### src/hw/rtl/sfsd_pkg.sv
// ----------------------------------------------------------------------------
// Sensor frame sync deframer package
// Constants, payload types and the stage-to-stage request types shared by
// the deframer modules.
// ----------------------------------------------------------------------------
`default_nettype none

package sfsd_pkg;

    // Frame geometry: marker, id, eight body bytes, checksum.
    localparam int unsigned FRAME_LEN = 11;
    localparam int unsigned WIN_DEPTH = FRAME_LEN - 1;
    localparam int unsigned FILL_W    = 4;
    localparam int unsigned BYTE_W    = 8;
    localparam int unsigned BODY_LEN  = 8;
    localparam int unsigned ID_W      = 7;

    // Stream data widths, rounded up to whole bytes.
    localparam int unsigned S_TDATA_W = 8;
    localparam int unsigned M_FIELD_W = ID_W + BODY_LEN * BYTE_W;
    localparam int unsigned M_TDATA_W = ((M_FIELD_W + 7) / 8) * 8;
    localparam int unsigned M_PAD_W   = M_TDATA_W - M_FIELD_W;

    // Marker and accepted id range.
    localparam logic [BYTE_W-1:0] FRAME_MARKER = 8'h55;
    localparam logic [BYTE_W-1:0] ID_LOW       = 8'h50;
    localparam logic [BYTE_W-1:0] ID_HIGH      = 8'h53;

    typedef logic [BYTE_W-1:0] octet_t;

    // One received byte handed to the window stage.
    typedef struct packed {
        logic   valid;
        octet_t data;
    } byte_req_t;

    // Frame result from the window stage; body[0] sits in the lowest bits.
    typedef struct packed {
        logic                       hit;
        logic [ID_W-1:0]            frame_id;
        octet_t [BODY_LEN-1:0]      body;
    } frame_res_t;

endpackage

`default_nettype wire

### src/hw/rtl/sfsd_window.sv
// ----------------------------------------------------------------------------
// Sensor frame sync deframer: window stage
// Holds the sliding byte window and its fill count, checks marker and sum
// when the window is full, and either consumes the frame or drops the
// oldest byte.
// ----------------------------------------------------------------------------
`default_nettype none

module sfsd_window (
    input  wire                     aclk,
    input  wire                     aresetn,
    input  wire sfsd_pkg::byte_req_t step,
    output sfsd_pkg::frame_res_t    res
);
    import sfsd_pkg::*;

    octet_t              win_reg  [WIN_DEPTH];
    octet_t              win_next [WIN_DEPTH];
    logic [FILL_W-1:0]   fill_reg;
    logic [FILL_W-1:0]   fill_next;

    octet_t              sum;
    logic                full;
    logic                marker_ok;
    logic                frame_ok;
    logic                id_ok;

    // Checksum over the ten stored bytes and the frame checks.
    always_comb begin
        sum = '0;
        for (int k = 0; k < WIN_DEPTH; k++) begin
            sum = sum + win_reg[k];
        end
        full      = (fill_reg >= FILL_W'(WIN_DEPTH));
        marker_ok = (win_reg[0] == FRAME_MARKER);
        frame_ok  = full && marker_ok && (sum == step.data);
        id_ok     = (win_reg[1] >= ID_LOW) && (win_reg[1] <= ID_HIGH);
    end

    // Result fields come straight from the stored window.
    always_comb begin
        res.hit      = step.valid && frame_ok && id_ok;
        res.frame_id = win_reg[1][ID_W-1:0];
        for (int k = 0; k < BODY_LEN; k++) begin
            res.body[k] = win_reg[k + 2];
        end
    end

    // Store, consume or slide the window by one byte.
    always_comb begin
        win_next  = win_reg;
        fill_next = fill_reg;
        if (step.valid) begin
            if (!full) begin
                win_next[fill_reg] = step.data;
                fill_next          = fill_reg + 1'b1;
            end else if (frame_ok) begin
                fill_next = '0;
            end else begin
                for (int k = 0; k < WIN_DEPTH - 1; k++) begin
                    win_next[k] = win_reg[k + 1];
                end
                win_next[WIN_DEPTH-1] = step.data;
                fill_next             = FILL_W'(WIN_DEPTH);
            end
        end
    end

    // Window bytes carry no reset; entries are written before they are read.
    always_ff @(posedge aclk) begin
        win_reg <= win_next;
    end

    always_ff @(posedge aclk) begin
        if (!aresetn) begin
            fill_reg <= '0;
        end else begin
            fill_reg <= fill_next;
        end
    end

    // The fill count never passes the stored depth.
    a_fill_bound: assert property (@(posedge aclk) disable iff (!aresetn)
        fill_reg <= FILL_W'(WIN_DEPTH))
        else $error("window fill count out of range");

    // A byte into a partial window grows the count by one.
    a_fill_grow: assert property (@(posedge aclk) disable iff (!aresetn)
        (step.valid && !full) |=> (fill_reg == $past(fill_reg) + 1'b1))
        else $error("window fill count did not advance");

    // An emitted frame always empties the window.
    a_hit_clears: assert property (@(posedge aclk) disable iff (!aresetn)
        res.hit |=> (fill_reg == '0))
        else $error("window not cleared after a frame");

endmodule

`default_nettype wire

### src/hw/rtl/sfsd_out_reg.sv
// ----------------------------------------------------------------------------
// Sensor frame sync deframer: result register
// Holds one finished frame on the master stream until it is taken and
// reports whether a new result can be loaded.
// ----------------------------------------------------------------------------
`default_nettype none

module sfsd_out_reg (
    input  wire                                   aclk,
    input  wire                                   aresetn,
    input  wire                                   load,
    input  wire sfsd_pkg::frame_res_t             load_res,
    output logic                                  space,
    output logic                                  m_tvalid,
    input  wire                                   m_tready,
    // Fields from bit 0: frame_id[6:0], body_byte_0..7 (8 bits each), zero pad.
    output logic [sfsd_pkg::M_TDATA_W-1:0]        m_tdata
);
    import sfsd_pkg::*;

    logic                   valid_reg;
    logic                   valid_next;
    logic [M_TDATA_W-1:0]   data_reg;

    // Room for a result when empty or when the held one leaves this cycle.
    assign space = !valid_reg || m_tready;

    always_comb begin
        valid_next = valid_reg;
        if (valid_reg && m_tready) begin
            valid_next = 1'b0;
        end
        if (load && load_res.hit) begin
            valid_next = 1'b1;
        end
    end

    always_ff @(posedge aclk) begin
        if (!aresetn) begin
            valid_reg <= 1'b0;
        end else begin
            valid_reg <= valid_next;
        end
    end

    // Payload capture packs id first, then body bytes in order.
    always_ff @(posedge aclk) begin
        if (load && load_res.hit) begin
            data_reg <= {{M_PAD_W{1'b0}}, load_res.body, load_res.frame_id};
        end
    end

    assign m_tvalid = valid_reg;
    assign m_tdata  = data_reg;

endmodule

`default_nettype wire

### src/hw/rtl/sensor_frame_sync_deframer.sv
// ----------------------------------------------------------------------------
// Sensor frame sync deframer
// Finds 11-byte frames (marker 0x55, id, eight body bytes, 8-bit sum) in a
// received byte stream and emits id and body of frames with id 0x50..0x53.
//
// Usage:
//   The slave stream carries one received byte per request in s_tdata. The
//   master stream carries one result per emitted frame; most bytes produce
//   none. A byte is taken into an input register; once the output register has
//   room it joins the 10-byte window, the marker and sum are checked and any
//   result is loaded into the output register, which drives m_tvalid.
//   Throughput: one byte per cycle while the output register has room, set by
//   the single window/check stage.
//   Stall: while a result waits with m_tready low, the input register keeps
//   its byte, whether or not that byte would make a result; s_tready drops
//   once the input register is occupied as well.
//   Reset: aresetn low for one cycle empties the window, the input register
//   and the output register; no flush pass is needed.
// ----------------------------------------------------------------------------
`default_nettype none

module sensor_frame_sync_deframer (
    input  wire                                   aclk,
    input  wire                                   aresetn,
    input  wire                                   s_tvalid,
    output logic                                  s_tready,
    // Fields from bit 0: rx_byte[7:0].
    input  wire  [sfsd_pkg::S_TDATA_W-1:0]        s_tdata,
    output logic                                  m_tvalid,
    input  wire                                   m_tready,
    // Fields from bit 0: frame_id[6:0], body_byte_0..7 (8 bits each), zero pad.
    output logic [sfsd_pkg::M_TDATA_W-1:0]        m_tdata
);
    import sfsd_pkg::*;

    logic           in_valid_reg;
    logic           in_valid_next;
    octet_t         in_data_reg;
    logic           s_accept;
    logic           proc_go;
    logic           out_space;
    byte_req_t      step;
    frame_res_t     res;

    // A held byte moves on whenever the output register has room.
    assign proc_go  = in_valid_reg && out_space;
    assign s_tready = !in_valid_reg || proc_go;
    assign s_accept = s_tvalid && s_tready;

    always_comb begin
        in_valid_next = in_valid_reg;
        if (proc_go) begin
            in_valid_next = 1'b0;
        end
        if (s_accept) begin
            in_valid_next = 1'b1;
        end
    end

    always_ff @(posedge aclk) begin
        if (!aresetn) begin
            in_valid_reg <= 1'b0;
        end else begin
            in_valid_reg <= in_valid_next;
        end
    end

    // Input byte register.
    always_ff @(posedge aclk) begin
        if (s_accept) begin
            in_data_reg <= s_tdata[BYTE_W-1:0];
        end
    end

    always_comb begin
        step.valid = proc_go;
        step.data  = in_data_reg;
    end

    sfsd_window u_window (
        .aclk    (aclk),
        .aresetn (aresetn),
        .step    (step),
        .res     (res)
    );

    sfsd_out_reg u_out_reg (
        .aclk     (aclk),
        .aresetn  (aresetn),
        .load     (proc_go),
        .load_res (res),
        .space    (out_space),
        .m_tvalid (m_tvalid),
        .m_tready (m_tready),
        .m_tdata  (m_tdata)
    );

endmodule

`default_nettype wire

### config.mk
export PLATFORM = sky130hd
export DESIGN_NAME = sensor_frame_sync_deframer
export DESIGN_NICKNAME = d
export VERILOG_FILES = /design/src/hw/rtl/sfsd_pkg.sv /design/src/hw/rtl/sfsd_window.sv /design/src/hw/rtl/sfsd_out_reg.sv /design/src/hw/rtl/sensor_frame_sync_deframer.sv
export SDC_FILE = /design/constraint.sdc
export NUM_CORES = 1
export LEC_CHECK = 0
export ABC_AREA = 1
export BUFFER_PORTS_ARGS = -buffer_cell sky130_fd_sc_hd__buf_2
export CORE_UTILIZATION = 35
export DETAILED_ROUTE_END_ITERATION = 10
export PLACE_DENSITY_LB_ADDON = 0.3
export SLEW_MARGIN = 20
export SYNTH_ARGS = -nofsm -noshare
export SYNTH_HDL_FRONTEND = slang
export SYNTH_SLANG_ARGS = --single-unit
### constraint.sdc
create_clock -name aclk -period 6.3 [get_ports aclk]
set_clock_uncertainty 0.05 [all_clocks]
set_input_delay 1.575 -clock aclk [delete_from_list [all_inputs] [get_ports aclk]]
set_output_delay 1.575 -clock aclk [all_outputs]
set_load 0.05 [all_outputs]
==> impl_metrics.py, run 1 <==
metrics = {
    "placement": {
        "detailedPlace.worstSlack_ns": 0.564,
        "dp_hpwl_mm": 13.8,
        "routabilityCongestion": 0.823,
        "io_buffers": 84,
        "dpl_cell_area_um2": 8750,
    },
    "synth": {
        "post_synth_instance_area_um2": 7990,
        "post-synth-top-count-cell": "sky130_fd_sc_hd__edfxtp_1",
        "postSynthNetCount": 741,
        "fraction_of_synthesized_cell_area_taken_by_the_top_area_cell_type": 0.598,
        "synth_async_sr_flop_share": 0,
        "post_synth_num_cell_types": 26,
        "part_of_the_yosys_area_used_for_sequential_elements": 0.613,
        "synth_warn": 0,
        "synth.avg_cell_area_um2": 12.0,
        "synth.top_cells.by_area": "sky130_fd_sc_hd__edfxtp_1 60%, sky130_fd_sc_hd__fa_1 13%, sky130_fd_sc_hd__nand2_1 7.1%",
        "cell_type_contributing_the_most_total_cell_area_after_synthesis": "sky130_fd_sc_hd__edfxtp_1",
        "synthesis.instances": 664,
        "ys_top_cells_by_count": "159 x sky130_fd_sc_hd__edfxtp_1, 151 x sky130_fd_sc_hd__nand2_1, 96 x sky130_fd_sc_hd__inv_1",
        "yosys_most_used_dff": "sky130_fd_sc_hd__edfxtp_1",
        "postSynthRegisterBits": 165,
        "synth_edf_count": 159,
    },
    "global_route": {
        "antenna_found_initial": 0,
        "grt_overflow": 0,
        "grt_use_total": 0.173,
        "grt_max_degree": 84,
        "grt_first_pass_wirelength_mm": 29.8,
        "first_global_vias": 5045,
    },
    "timing": {
        "final.setup.tns_ns": 0,
        "fmax_mhz": 172,
        "finalCriticalPeriod_ns": 5.81,
        "fin_ws_ns": 0.490,
        "timing.final.hold_violations": 0,
        "setup_violations": 0,
        "max_slew_margin": 0.396,
        "rsz_0062_raised_after_global_routing": "false",
        "timing_worst_slew_pin_value_ns": 0.906,
        "min_period_over_period": 0.922,
        "pins_over_their_slew_limit": 0,
    },
    "finish": {
        "multiInputGateArea_um2": 2650,
        "layout.area.seq_um2": 4890,
        "finalNetCount": 834,
        "area_delta_synth_final_pct": 16.5,
        "diode_count": 0,
        "layout-drive-gt1-share": 0.166,
        "layout.filler_cells": 2053,
        "final_cell_area_um2": 9310,
    },
    "die": {
        "die_h_um": 153,
        "boundary_pin_count": 86,
        "placementRows": 54,
        "initial_utilization": 0.362,
        "design.core.area_um2": 22100,
        "fp.dieW_um": 153,
        "die_area_um2": 23400,
    },
    "pwr": {
        "power_density_over_cell_area_nw_per_um2": 286,
        "power.leakage_nw": 3.65,
        "power.total_mw": 2.66,
        "largest_voltage_drop_on_the_vdd_net_mv": 0.136,
    },
    "clock_network": {
        "cts_max_path_buffers": 2,
        "clk_transition_reported_paths_ns": 0.06,
        "cts_max_level": 4,
        "clk_root_buffer_cell": "sky130_fd_sc_hd__clkbuf_16",
        "cts_hold_repair.buffers": 0,
        "cts_tree": "done",
        "tritoncts_num_sinks": 165,
        "postCtsSetupBuffers": 0,
        "cts-buffers-inserted": 17,
        "cts-resized-gates": 0,
        "worst_skew_pair.late_latency_ns": 0.43,
    },
    "setup_path": {
        "critPathKind": "flop to flop",
        "path_cells": "fa_1 > inv_1 > fa_1 > fa_1 > fa_1 > inv_1 > fa_1 > inv_1 > fa_1 > nand3b_1 > nand2_1 > nand2_1 > nand2_1 > nand2_1 > nand2_1 > nor2_1 > nand2_1 > nor2_2 > nand2_1 > nand2_2 > a21oi_1",
        "cpPeakStageDelay_ns": 0.64,
        "cp_data_arrival_time_ns": 5.82,
        "kind_of_cell_adding_the_most_delay_to_the_critical_path": "adder cells",
        "critical_path_required_ns": 6.31,
        "setup.worst_path.end_class": "flop",
        "cp_max_fo": 10,
        "critical_path.most_common_cell": "sky130_fd_sc_hd__nand2_1",
        "cp-start-kind": "flop",
        "cp_max_delay_cell": "sky130_fd_sc_hd__a21oi_1",
        "worst-path-buf-inv": 3,
    },
    "status": {
        "run_status": "complete, no violations",
    },
    "detailed_routing": {
        "routed_wl_mm": 19.1,
        "detailedRoute.firstPassIterationCount": 5,
        "dr_total_vias": 5160,
        "antenna_left": 0,
        "drtIter0Drc": 449,
        "post_drt_wl_per_cell_um": 18.2,
        "drc": 0,
        "drt-vias-per-instance": 4.91,
    },
    "run": {
        "max_cap_viol_count": 0,
    },
    "worst_hold_path": {
        "hold_path.class": "flop to flop",
    },
}
## logic make-up after synthesis
group                    after synthesis  share of synthesized area
flip-flops                           165                      0.613
XOR/XNOR                               6                    0.00658
other                                  1                   0.000469
AND/OR/NAND/NOR                      211                      0.107
AO/OA/AOI/OAI                        100                     0.0670
buffers and inverters                116                     0.0569
adder cells (fa/ha/maj)               65                      0.149
## cells in the final DEF (no fill, tap or decap), types with 4 or more instances in the layout
| cell | count |
|---|---|
| sky130_fd_sc_hd__dfxtp_1 | 6 |
| sky130_fd_sc_hd__nor2_1 | 25 |
| sky130_fd_sc_hd__fa_1 | 50 |
| sky130_fd_sc_hd__clkbuf_16 | 17 |
| sky130_fd_sc_hd__buf_4 | 7 |
| sky130_fd_sc_hd__inv_1 | 95 |
| sky130_fd_sc_hd__clkinv_1 | 4 |
| sky130_fd_sc_hd__edfxtp_1 | 159 |
| sky130_fd_sc_hd__ha_1 | 15 |
| sky130_fd_sc_hd__nand3_1 | 21 |
| sky130_fd_sc_hd__nand2_1 | 151 |
| sky130_fd_sc_hd__o21ai_0 | 70 |
| sky130_fd_sc_hd__inv_6 | 4 |
| sky130_fd_sc_hd__buf_2 | 84 |
| sky130_fd_sc_hd__o31ai_1 | 8 |
| sky130_fd_sc_hd__a21oi_1 | 20 |
| sky130_fd_sc_hd__nand3b_1 | 6 |
## area by class of cell
type / count / share of cell area
Inverter: 98 / 0.0395
Tap cell: 280 / 0.0376
Multi-Input combinational cell: 383 / 0.285
Clock buffer: 17 / 0.0457
Timing Repair Buffer: 92 / 0.0530
Sequential cell: 165 / 0.526
Clock inverter: 15 / 0.0136
## final timing paths
check	startpoint	end	slack, ns	depth (start not counted)
worst max-delay path	u_window.res[2]$_DFFE_PP_	u_window.res[31]$_DFFE_PP_	0.49	21
worst min-delay path	u_window.res[37]$_DFFE_PP_	u_out_reg.m_tdata[44]$_DFFE_PP_	0.47	0
worst max register to register	u_window.res[2]$_DFFE_PP_	u_window.res[31]$_DFFE_PP_	0.49	21
worst min register to register	u_window.res[37]$_DFFE_PP_	u_out_reg.m_tdata[44]$_DFFE_PP_	0.47	0
## metal layers
layer  GRT usage  wire length (um)  up-vias
li1            -                 -     2404
met2       0.259              8570      190
met5           0                 0        -
met4      0.0697               461        0
met3      0.0292              1050       27
met1       0.250              9000     2539
## report_power, final
part	switching, mW	internal, mW
sequential	0.0136	1.21
clock	0.440	0.545
combinational	0.275	0.177
## metrics by stage
step | utilization | cells | hold slack (ns)
2_1_floorplan | - | 664 | 0.400
3_5_place_dp | 0.396 | 1018 | 0.450
6_report | 0.421 | 1050 | 0.465
3_3_place_gp | 0.396 | 1018 | 0.441
4_1_cts | 0.421 | 1050 | 0.466
5_1_grt | 0.421 | 1050 | 0.474
Note: power is estimated with default switching activity, not from simulation.
==> run 2, diff against run 1 <==
--- a/config.mk
+++ b/config.mk
@@ -9,7 +9,7 @@
 export BUFFER_PORTS_ARGS = -buffer_cell sky130_fd_sc_hd__buf_2
 export CORE_UTILIZATION = 35
 export DETAILED_ROUTE_END_ITERATION = 10
-export PLACE_DENSITY_LB_ADDON = 0.3
+export SETUP_SLACK_MARGIN = 0.5
 export SLEW_MARGIN = 20
 export SYNTH_ARGS = -nofsm -noshare
 export SYNTH_HDL_FRONTEND = slang
==> run 2 against run 1 <==
  * First-iteration DRC count down 12%
  * Critical endpoint is now u_window.res[8]$_DFFE_PP_
  * Largest power group unchanged
  * Worst setup slack better by 0.28 ns
  * Final area up 3.3%
  * Via count down 0.78%
  * Combinational power up 5.1%
  * Register-to-register slack better by 0.28 ns
  * Fmax up 5.1%
  * Highest routed layer unchanged
  * Non-clock buffer count up 15
  * Sequential cell count unchanged
  * Global-route usage up 0.11 points
  * Utilization up 1.4 points
  * Sequential power about the same
==> impl_metrics.py, run 2 (synthesized netlist as in run 1, its figures left out) <==
metrics = {
    "placement": {
        "io_buffers": 84,
        "numPlacedInstances": 1022,
        "dp_hpwl_mm": 13.8,
        "routabilityCongestion": 0.845,
    },
    "timing": {
        "final.setup.tns_ns": 0,
        "timing.final.hold_violations": 0,
        "timing_worst_slew_pin_value_ns": 0.933,
        "rsz_0062_raised_after_global_routing": "true",
        "min_period_over_period": 0.878,
        "setup_violations": 0,
        "finalCriticalPeriod_ns": 5.53,
        "fmax_mhz": 181,
        "max_slew_margin": 0.378,
        "pins_over_their_slew_limit": 0,
    },
    "finish": {
        "layout-drive-gt1-share": 0.195,
        "layout.cells.most_common": "sky130_fd_sc_hd__edfxtp_1",
        "instances_no_fill": 1065,
        "finalNetCount": 849,
        "layout.cells.most_common_list": "159 x sky130_fd_sc_hd__edfxtp_1, 151 x sky130_fd_sc_hd__nand2_1, 95 x sky130_fd_sc_hd__inv_1",
        "diode_count": 0,
        "area_delta_synth_final_pct": 20.4,
    },
    "status": {
        "run_status": "complete, no violations",
    },
    "die": {
        "die_area_um2": 23400,
        "initial_utilization": 0.362,
        "die_h_um": 153,
        "design.core.area_um2": 22100,
        "boundary_pin_count": 86,
        "placementRows": 54,
        "fp.dieW_um": 153,
    },
    "clock_network": {
        "cts_tree": "done",
        "clk_transition_reported_paths_ns": 0.07,
        "tritoncts_num_sinks": 165,
        "clk_root_buffer_cell": "sky130_fd_sc_hd__clkbuf_16",
        "cts_max_path_buffers": 2,
        "cts_max_level": 4,
        "cts_hold_repair.buffers": 0,
        "worst_skew_pair.late_latency_ns": 0.44,
        "cts-buffers-inserted": 17,
    },
    "global_route": {
        "grt_overflow": 0,
        "antenna_found_initial": 0,
        "grt_use_total": 0.174,
        "grt_max_degree": 52,
        "first_global_vias": 5034,
        "grt_first_pass_wirelength_mm": 29.7,
    },
    "detailed_routing": {
        "dr_total_vias": 5120,
        "drtIter0Drc": 395,
        "post_drt_wl_per_cell_um": 18.3,
        "antenna_left": 0,
        "routed_wl_mm": 19.5,
        "detailedRoute.firstPassIterationCount": 5,
        "drt-vias-per-instance": 4.81,
        "drc": 0,
    },
    "pwr": {
        "power_density_over_cell_area_nw_per_um2": 291,
        "largest_voltage_drop_on_the_vdd_net_mv": 0.152,
        "power.total_mw": 2.80,
        "power.leakage_nw": 3.78,
    },
    "setup_path": {
        "critical_path_required_ns": 6.40,
        "cp_max_delay_cell": "sky130_fd_sc_hd__fa_1",
        "cp_max_fo": 10,
        "path_cells": "fa_1 > inv_1 > fa_1 > fa_1 > fa_1 > inv_1 > fa_1 > inv_1 > fa_2 > nand3b_1 > nand2_1 > nand2_1 > nand2_1 > nand2_1 > nand2_1 > nor2_1 > nand2_1 > nor2_2 > nand2_1 > nand2_4 > a21oi_4 > buf_4",
        "cp-start-kind": "flop",
        "cp_data_arrival_time_ns": 5.63,
        "critical_path.most_common_cell": "sky130_fd_sc_hd__nand2_1",
        "cpPeakStageDelay_ns": 0.56,
        "critPathKind": "flop to flop",
        "setup.worst_path.end_class": "flop",
    },
    "worst_hold_path": {
        "hold_path.class": "flop to flop",
    },
    "run": {
        "max_cap_viol_count": 0,
    },
}
run 2: changes by cell type in the layout (fill, tap and decap cells not counted), sizes merged:
cell    previous run  this run
bufinv             1         3
inv              103       104
buf               92       105
clkbuf            17        19
clkinv             8         5
run 2: per-layer routing:
layer	vias to the layer above	track usage	wire, um
li1	2439	-	-
met1	2478	0.241	8950
met2	168	0.266	8930
met3	35	0.0388	1110
met4	0	0.0702	486
met5	-	0	0
run 2: through the flow:
stage | instance area [um^2] | worst slack, ns | util | hold WS (ns)
after global routing | 9610 | 0.460 | 0.435 | 0.479
after global placement | 8790 | 0.582 | 0.398 | 0.446
final | 9610 | 0.770 | 0.435 | 0.456
after detailed placement | 8790 | 0.521 | 0.398 | 0.440
after floorplan | 7990 | 0.507 | - | 0.400
after CTS | 9410 | 0.501 | 0.426 | 0.456
run 2: final cells by class:
cell class	instances	area, um^2
timing repair buffer	107	677
fill	2014	12500
clock buffer	17	425
clock inverter	15	191
sequential	165	4890
multi-input combinational	383	2700
inverter	98	372
tap	280	350
run 2: final timing paths:
path | end | from | cells past startpoint | slack, ns
setup / recovery | u_window.res[8]$_DFFE_PP_ | u_window.res[58]$_DFFE_PP_ | 22 | 0.77
hold / removal | u_out_reg.m_tdata[7]$_DFFE_PP_ | u_window.res[0]$_DFFE_PP_ | 0 | 0.46
setup reg to reg | u_window.res[8]$_DFFE_PP_ | u_window.res[58]$_DFFE_PP_ | 22 | 0.77
hold reg to reg | u_out_reg.m_tdata[7]$_DFFE_PP_ | u_window.res[0]$_DFFE_PP_ | 0 | 0.46
run 2: repair_timing:
item                                    CTS  global route
resized for setup                         1            14
endpoints found under the setup margin    5           147
pin swaps                                 0             1
setup buffers                             0             8
cloned                                    0             3
endpoints found under the hold margin     0             0
run 2: critical path: cells and delay by family (launching register included):
kind	cells	cell delay (ns)
buffers and inverters	4	0.38
adder cells (fa/ha/maj)	6	3.11
AO/OA/AOI/OAI	1	0.25
AND/OR/NAND/NOR	11	0.96
flip-flops	1	0.48
run 2: where the power goes:
| group | total [mW] | internal (mW) | switching (mW) |
|---|---|---|---|
| clock network | 1.10 | 0.635 | 0.468 |
| logic | 0.475 | 0.186 | 0.289 |
| registers | 1.22 | 1.21 | 0.0129 |
| total | 2.80 | 2.03 | 0.770 |
